[src/sv/nfba_pkg.sv]
// Shared types and constants for the next-free block allocator.
package nfba_pkg;

  localparam int NUM_BLOCKS_DEF = 128;
  localparam int MAX_FILES_DEF  = 255;

  localparam logic [7:0] MARK_OWNER = 8'd1;

  localparam logic MODE_MARK  = 1'b0;
  localparam logic MODE_ALLOC = 1'b1;

  localparam logic [1:0] ST_DONE     = 2'd0;
  localparam logic [1:0] ST_PARTIAL  = 2'd1;
  localparam logic [1:0] ST_RANGE    = 2'd2;
  localparam logic [1:0] ST_NO_FILES = 2'd3;

  typedef struct packed {
    logic       mode;
    logic [7:0] block_index;
    logic [5:0] block_count;
  } in_item_t;

  typedef struct packed {
    logic       block_valid;
    logic [6:0] claimed_block;
    logic [7:0] file_number;
    logic [1:0] status;
    logic [5:0] claimed_count;
    logic       last;
  } out_item_t;

endpackage

[src/sv/next_free_block_allocator.sv]
// Next-free block allocator: ownership map, scan sequencer and result register.
//
// After reset the block runs a clearing pass over the ownership map, one entry
// per cycle, holding busy high until every entry is cleared. A mark beat completes in
// the accepting cycle: busy stays low and its single result appears on the next
// cycle. An allocate beat (or one rejected for lack of file numbers, which is
// answered at once like a mark) holds busy high while the map is scanned one
// block per cycle through a single read port with registered data, and through
// the summary state that follows the scan. Each
// result is shown for exactly one cycle with out_valid high, and the receiver
// must take it then, since the block cannot be stalled.
module next_free_block_allocator #(
  parameter int NUM_BLOCKS = nfba_pkg::NUM_BLOCKS_DEF,
  parameter int MAX_FILES  = nfba_pkg::MAX_FILES_DEF
) (
  input  logic                clk,
  input  logic                rst_n,
  input  logic                start,
  output logic                busy,
  input  nfba_pkg::in_item_t  in_item,
  output logic                out_valid,
  output nfba_pkg::out_item_t out_item
);
  import nfba_pkg::*;

  localparam int AW = (NUM_BLOCKS > 1) ? $clog2(NUM_BLOCKS) : 1;
  localparam int KW = (AW + 1 > 8) ? AW + 1 : 8;
  localparam logic [KW-1:0] LAST_K = KW'(NUM_BLOCKS);

  typedef enum logic [1:0] {S_CLEAR, S_IDLE, S_SCAN, S_SUMMARY} state_t;

  state_t        state_r, state_nxt;
  logic [KW-1:0] scan_k_r, scan_k_nxt;
  logic [KW-1:0] chk_k_r, chk_k_nxt;
  logic          chk_vld_r, chk_vld_nxt;
  logic [5:0]    got_r, got_nxt;
  logic [5:0]    want_r, want_nxt;
  logic [7:0]    fnum_r, fnum_nxt;
  logic [7:0]    file_cnt_r, file_cnt_nxt;
  logic          out_valid_r, out_valid_nxt;
  out_item_t     out_item_r, out_item_nxt;

  logic [7:0]    owner_mem [NUM_BLOCKS];
  logic [7:0]    rd_data_r;
  logic          rd_en;
  logic          wr_en;
  logic [AW-1:0] wr_addr;
  logic [7:0]    wr_data;

  always_comb begin
    state_nxt     = state_r;
    scan_k_nxt    = scan_k_r;
    chk_k_nxt     = chk_k_r;
    chk_vld_nxt   = 1'b0;
    got_nxt       = got_r;
    want_nxt      = want_r;
    fnum_nxt      = fnum_r;
    file_cnt_nxt  = file_cnt_r;
    out_valid_nxt = 1'b0;
    out_item_nxt  = out_item_r;
    rd_en         = 1'b0;
    wr_en         = 1'b0;
    wr_addr       = scan_k_r[AW-1:0];
    wr_data       = '0;

    case (state_r)
      S_CLEAR: begin
        wr_en      = 1'b1;
        scan_k_nxt = scan_k_r + 1'b1;
        if (scan_k_r == LAST_K - 1'b1) begin
          state_nxt = S_IDLE;
        end
      end
      S_IDLE: begin
        if (start) begin
          if (in_item.mode == MODE_MARK) begin
            out_valid_nxt = 1'b1;
            out_item_nxt  = '{block_valid: 1'b0, claimed_block: '0,
                              file_number: MARK_OWNER, status: ST_DONE,
                              claimed_count: '0, last: 1'b1};
            if (KW'(in_item.block_index) < LAST_K) begin
              wr_en   = 1'b1;
              wr_addr = AW'(in_item.block_index);
              wr_data = MARK_OWNER;
            end else begin
              out_item_nxt.status = ST_RANGE;
            end
          end else if (file_cnt_r >= 8'(MAX_FILES)) begin
            out_valid_nxt = 1'b1;
            out_item_nxt  = '{block_valid: 1'b0, claimed_block: '0,
                              file_number: '0, status: ST_NO_FILES,
                              claimed_count: '0, last: 1'b1};
          end else begin
            file_cnt_nxt = file_cnt_r + 1'b1;
            fnum_nxt     = file_cnt_r + 1'b1;
            scan_k_nxt   = KW'(in_item.block_index);
            want_nxt     = in_item.block_count;
            got_nxt      = '0;
            state_nxt    = S_SCAN;
          end
        end
      end
      S_SCAN: begin
        // Reads run one block ahead of the free check; an extra read past the
        // end of the request is simply dropped.
        if (scan_k_r < LAST_K) begin
          rd_en       = 1'b1;
          chk_vld_nxt = 1'b1;
          chk_k_nxt   = scan_k_r;
          scan_k_nxt  = scan_k_r + 1'b1;
        end
        if (chk_vld_r && rd_data_r == 8'd0 && got_r != want_r) begin
          wr_en         = 1'b1;
          wr_addr       = chk_k_r[AW-1:0];
          wr_data       = fnum_r;
          got_nxt       = got_r + 1'b1;
          out_valid_nxt = 1'b1;
          out_item_nxt  = '{block_valid: 1'b1, claimed_block: chk_k_r[6:0],
                            file_number: fnum_r, status: ST_DONE,
                            claimed_count: got_r + 1'b1, last: 1'b0};
        end
        if (got_nxt == want_r || scan_k_r >= LAST_K) begin
          state_nxt = S_SUMMARY;
        end
      end
      S_SUMMARY: begin
        out_valid_nxt = 1'b1;
        out_item_nxt  = '{block_valid: 1'b0, claimed_block: '0,
                          file_number: fnum_r,
                          status: (got_r == want_r) ? ST_DONE : ST_PARTIAL,
                          claimed_count: got_r, last: 1'b1};
        state_nxt     = S_IDLE;
      end
      default: begin
        state_nxt = S_IDLE;
      end
    endcase
  end

  always_ff @(posedge clk) begin
    if (!rst_n) begin
      state_r     <= S_CLEAR;
      scan_k_r    <= '0;
      chk_vld_r   <= 1'b0;
      file_cnt_r  <= '0;
      out_valid_r <= 1'b0;
      out_item_r  <= '0;
    end else begin
      state_r     <= state_nxt;
      scan_k_r    <= scan_k_nxt;
      chk_vld_r   <= chk_vld_nxt;
      file_cnt_r  <= file_cnt_nxt;
      out_valid_r <= out_valid_nxt;
      out_item_r  <= out_item_nxt;
    end
  end

  always_ff @(posedge clk) begin
    chk_k_r    <= chk_k_nxt;
    got_r      <= got_nxt;
    want_r     <= want_nxt;
    fnum_r     <= fnum_nxt;
  end

  always_ff @(posedge clk) begin
    if (wr_en) begin
      owner_mem[wr_addr] <= wr_data;
    end
    if (rd_en) begin
      rd_data_r <= owner_mem[scan_k_r[AW-1:0]];
    end
  end

  assign busy      = (state_r != S_IDLE);
  assign out_valid = out_valid_r;
  assign out_item  = out_item_r;

endmodule

[config.mk]
export PLATFORM = sky130hd
export DESIGN_NAME = next_free_block_allocator
export DESIGN_NICKNAME = d
export VERILOG_FILES = /design/src/sv/nfba_pkg.sv /design/src/sv/next_free_block_allocator.sv
export SDC_FILE = /design/constraint.sdc
export NUM_CORES = 1
export LEC_CHECK = 0
export ABC_CLOCK_PERIOD_IN_PS = 14250
export BUFFER_PORTS_ARGS = -buffer_cell sky130_fd_sc_hd__buf_2
export CAP_MARGIN = 20
export CORE_UTILIZATION = 33
export DETAILED_ROUTE_END_ITERATION = 10
export PLACE_DENSITY = 0.56
export SETUP_SLACK_MARGIN = 0.05
export SYNTH_ARGS = -nofsm -noshare
export SYNTH_HDL_FRONTEND = slang
export SYNTH_SLANG_ARGS = --single-unit
[constraint.sdc]
create_clock -name clk -period 14.25 [get_ports clk]
set_input_delay 1.425 -clock clk [delete_from_list [all_inputs] [get_ports clk]]
set_output_delay 1.425 -clock clk [all_outputs]
set_load 0.02 [all_outputs]
==> summary.md <==
The run finished with clean final reports. The floorplan has 134 rows. Yosys printed 0 warnings. The number of vias after detailed routing came out at 21.86k. At the pin with the least slew margin, the transition time is 1.096 ns. The tools report the power share of the sequential group as 44.6%. The startpoint identified for the worst register-to-register timing path is state_r[0].

The run gives 2351 as the violation count after the first detailed-routing iteration. The clock drives 1104 sinks. On the final layout, the worst clock skew is 0.02932 ns.

The count of buffering cells on the critical path with inverters included is 3. STA classifies the critical path endpoint as a flip-flop. After clock tree synthesis, the flow added hold-fix buffers numbering 0. For this run, the slowest stage of the critical path takes 0.91 ns. edfxtp_1 takes more of the synthesized area than any other cell. The tools report the level count of the clock H-tree as 3.

The floorplan die width is 368.5 µm. The logs give 0 ns for the post-route setup TNS and 26.35% for the worst relative slew slack. The final count of pins violating max slew was 0; the number of synthesized flops with an enable pin was 1059. Relative to the synthesized area, the layout overhead comes to 14.18%. The tools report the number of max-cap violations as 0.

TritonCTS built the clock tree. The via count of the first global-routing pass was 22.00k. The total wire length after detailed routing was 106.9 mm; the async set-or-reset flop fraction in the synthesized netlist was 0%.

The maximum fanout encountered on the critical timing path was 14. The run gives 0.005967 W as the cell-internal power. In this run the power density over the cells is 164.4 nW/µm². Summing the areas of all fa, ha and maj instances in the mapped netlist gives 0.2823% of the synthesized area. 0 antenna diodes ended up in the layout.

The die covers 135800 µm². In this run, synthesis produced a sequential element count of 1104. After detailed routing, the number of remaining DRC violations is 0. The min-delay analysis places its worst path in the category flip-flop to flip-flop. For this run the aggregate overflow at the end of global routing stands at 0. For flop-to-flop paths, the worst setup slack is 9.41 ns. After Yosys synthesis, and, or, nand and nor cells account for 4.012% of the synthesized area. Data on the critical path is required at its endpoint by 14.64 ns. Most used flip-flop cell after synthesis: edfxtp_1.

The sink of the worst hold path was out_item[14]. The portion of the post-synthesis area used by sequential elements was 73.79%. Traced cell by cell, the critical path runs through inv_1, ha_1, clkinv_1, o211ai_4, o221a_2, nand3_2, nor3_1, clkbuf_2.

The number of top-level pins is 45. The tree is rooted in a clkbuf_16. Summing the areas of all xor and xnor instances in the mapped netlist gives 0.5082% of the synthesized area. By area the synthesized netlist is led by edfxtp_1, mux4_2, dfxtp_1.

After synthesis, the largest family of logic cells by area is multiplexers. After layout, the minimum clock period comes to 4.838 ns. The number of nets handed over by synthesis was 2149. Setup repair after global routing left no endpoint under its margin. Data on the critical path arrives at its endpoint at 5.23 ns. The synthesized netlist occupies a cell area of 44320 µm². For the number of instances in the synthesized netlist, the log shows 2121. Dividing the detail-routed via count by the number of cells gives 5.325. Most frequently used cell type in the post-synthesis netlist: edfxtp_1.

The worst min-delay path startpoint is out_item[14]. The floorplan step defined a core boundary enclosing 133300 µm². The die span in y was 368.5 µm; the initial antenna violation count was 0.

For this design the static power due to leakage is 16.41 nW. Count of buffers inserted at the top-level ports: 44. For the clock tree buffer depth, the log shows 3.

In this design, the largest share of critical-path delay is due to simple AND/OR/NAND/NOR gates. The combinational share of power is 20.6%. Once detailed placement completed, the half-perimeter wirelength came to 64.23 mm.

After synthesis, the most frequently instantiated cells are edfxtp_1, mux4_2, nor3_1. The first TritonRoute pass finished after 7 iterations. At the later pin of the worst-skew pair, clock insertion delay measures 0.70 ns. The fraction of synthesized cell area taken by the top area cell type works out to 71.76%. The analysis attributes to net switching a power of 0.002350 W. Number of failing hold endpoints at the final stage: 0. Post-CTS timing repair inserted 0 buffers for setup. The worst vdd rail ir drop was 0.1153 mV. Clock buffer count from CTS: 109.

The maximum achievable frequency was 206.7 MHz. Cells with a size suffix above 1 make up 31.68% of the layout. Of the total power, the share spent switching nets is 28.26%. The final total power was 0.008318 W; the antenna violation net count after detailed routing was 0. Once placement completed, the tool counted placed cells totaling 3870. The clock edge transition at the registers on the reported setup and hold paths was 0.06 ns; the count of unique library cells instantiated by Yosys was 77.

Multiplexer cells account for 16.83% of the synthesized area. Among all stages on the critical path, the largest delay is contributed by nor3_1. The share of the synthesized area in compound gates (AO/OA/AOI/OAI) was 2.979%; the starting utilization of the core area was 33.25%. At the end of routability-driven placement, the weighted congestion stood at 0.8441. The average instance in the mapped netlist occupies 20.89 µm².

The category of the worst setup path launch point is a flip-flop. The share of the cycle needed by the critical path after routing is 33.95%. The first global-routing pass estimated 156.9 mm of wire. In the global route stage, overall resource usage came out at 15.66%.

The number of nets at the end of the flow came out at 2272. The clock network burns 34.8% of the power. Post-CTS repair changed the size of 0 cells. The endpoint of the lowest-slack register-to-register path is owner_mem[118][3]. The finished layout holds 4104 standard cells, fillers aside. The average wire per cell in the routed design is 26.04 µm. The number of cells on the worst reg-to-reg path is 8. For the pin count of the biggest net entering global routing, the log shows 153.

The filler cells instantiated in the layout total 11.87k. Along the worst hold path, the cell count comes to 2. The critical path in this run is classified as flip-flop to flip-flop. Setup violations remaining at the end of the flow were counted as 0.
[flip-flops by register name (all words and copies together) (netlist names), 2 cells and up]
signal      count
scan_k_r        8
file_cnt_r      8
owner_mem    1024
out_item       25
want_r          6
rd_data_r       8
got_r           6
fnum_r          8
state_r         2
chk_k_r         7
[power groups by stage]
stage	logic, W	registers, W	clock network [W]
2_1_floorplan	0.00120	0.00372	0
5_1_grt	0.00181	0.00372	0.00308
3_3_place_gp	0.00171	0.00378	0
6_report	0.00171	0.00371	0.00289
3_5_place_dp	0.00173	0.00378	0
4_1_cts	0.00173	0.00371	0.00295
[per-stage QoR]
stage / utilization, % / setup WS [ns] / instance area (µm²) / hold WS, ns
2_1_floorplan: - / 8.609 / 44320 / 0.4064
3_3_place_gp: 35.03 / 9.043 / 46690 / 0.4373
3_5_place_dp: 35.13 / 8.882 / 46830 / 0.4520
4_1_cts: 37.83 / 9.241 / 50420 / 0.4590
5_1_grt: 37.96 / 9.215 / 50600 / 0.4724
6_report: 37.96 / 9.412 / 50600 / 0.4526
[layout make-up]
cell class	instances	area [µm²]	share of cell area, %
repair buffers	149	958.4	1.894
flip-flops and latches	1104	32710	64.65
well taps	1768	2212	4.372
clock inverters	73	755.7	1.493
inverters	24	92.59	0.1830
multi-input cells	856	11030	21.80
clock buffers	130	2838	5.608
[how the worst max path moves through the flow]
stage                     cells after the start        start                end  slack, ns
after global routing                          8   state_r[0]  owner_mem[118][3]       9.22
after global placement                        8  in_item[13]   owner_mem[30][2]       9.04
after floorplan                               4        start    owner_mem[0][0]       8.61
final                                         8   state_r[0]  owner_mem[118][3]       9.41
after CTS                                     7   state_r[0]    owner_mem[7][2]       9.24
after detailed placement                      8  in_item[13]  owner_mem[118][2]       8.88
[routing by layer]
layer	share of wire, %	routed length, µm	track usage (%)	vias to the layer above
li1	-	-	-	9164
met5	0	0	0	-
met1	43	46260	22.17	11659
met2	48	51180	24.87	871
met4	2.3	2453	4.604	0
met3	6.5	6970	2.520	161
[cell families after synthesis]
kind of cell / after synthesis
compound gates: 160
simple gates: 317
fa+ha+maj: 10
flops: 1104
buf+inv: 161
mux: 345
xor+xnor: 24
[worst reg2reg max path, cell delays in order (launching register included)]
cell and delay [ns]:
dfxtp_1 0.36, inv_1 0.12, ha_1 0.59, clkinv_1 0.55
o211ai_4 0.54, o221a_2 0.36, nand3_2 0.77, nor3_1 0.93
clkbuf_2 0.30
[layout by cell type, fill, tap and decap left out, types with 6 or more instances in the layout]
| master | Yosys | final |
|---|---|---|
| a22oi_1 | 9 | 9 |
| inv_1 | 20 | 20 |
| clkbuf_16 | 0 | 110 |
| mux4_2 | 320 | 320 |
| nor3_2 | 45 | 48 |
| a31oi_1 | 7 | 6 |
| nor3_1 | 95 | 91 |
| buf_2 | 64 | 69 |
| xor2_1 | 7 | 7 |
| and3_4 | 0 | 7 |
| edfxtp_1 | 1059 | 1059 |
| clkinv_2 | 0 | 25 |
| a32o_1 | 8 | 8 |
| clkbuf_1 | 57 | 19 |
| clkbuf_4 | 0 | 9 |
| o21ai_0 | 15 | 15 |
| ha_1 | 10 | 10 |
| a21oi_1 | 32 | 32 |
| xnor2_1 | 15 | 15 |
| nand3_1 | 28 | 28 |
| dfxtp_1 | 45 | 42 |
| nand2_1 | 56 | 56 |
| nor2_1 | 54 | 53 |
| a21o_1 | 7 | 7 |
| bufinv_16 | 0 | 14 |
| clkinv_1 | 2 | 28 |
| a221oi_1 | 10 | 10 |
| a211oi_1 | 8 | 8 |
| buf_4 | 1 | 64 |
| mux2i_1 | 25 | 25 |
(Power assumes the default switching activity.)
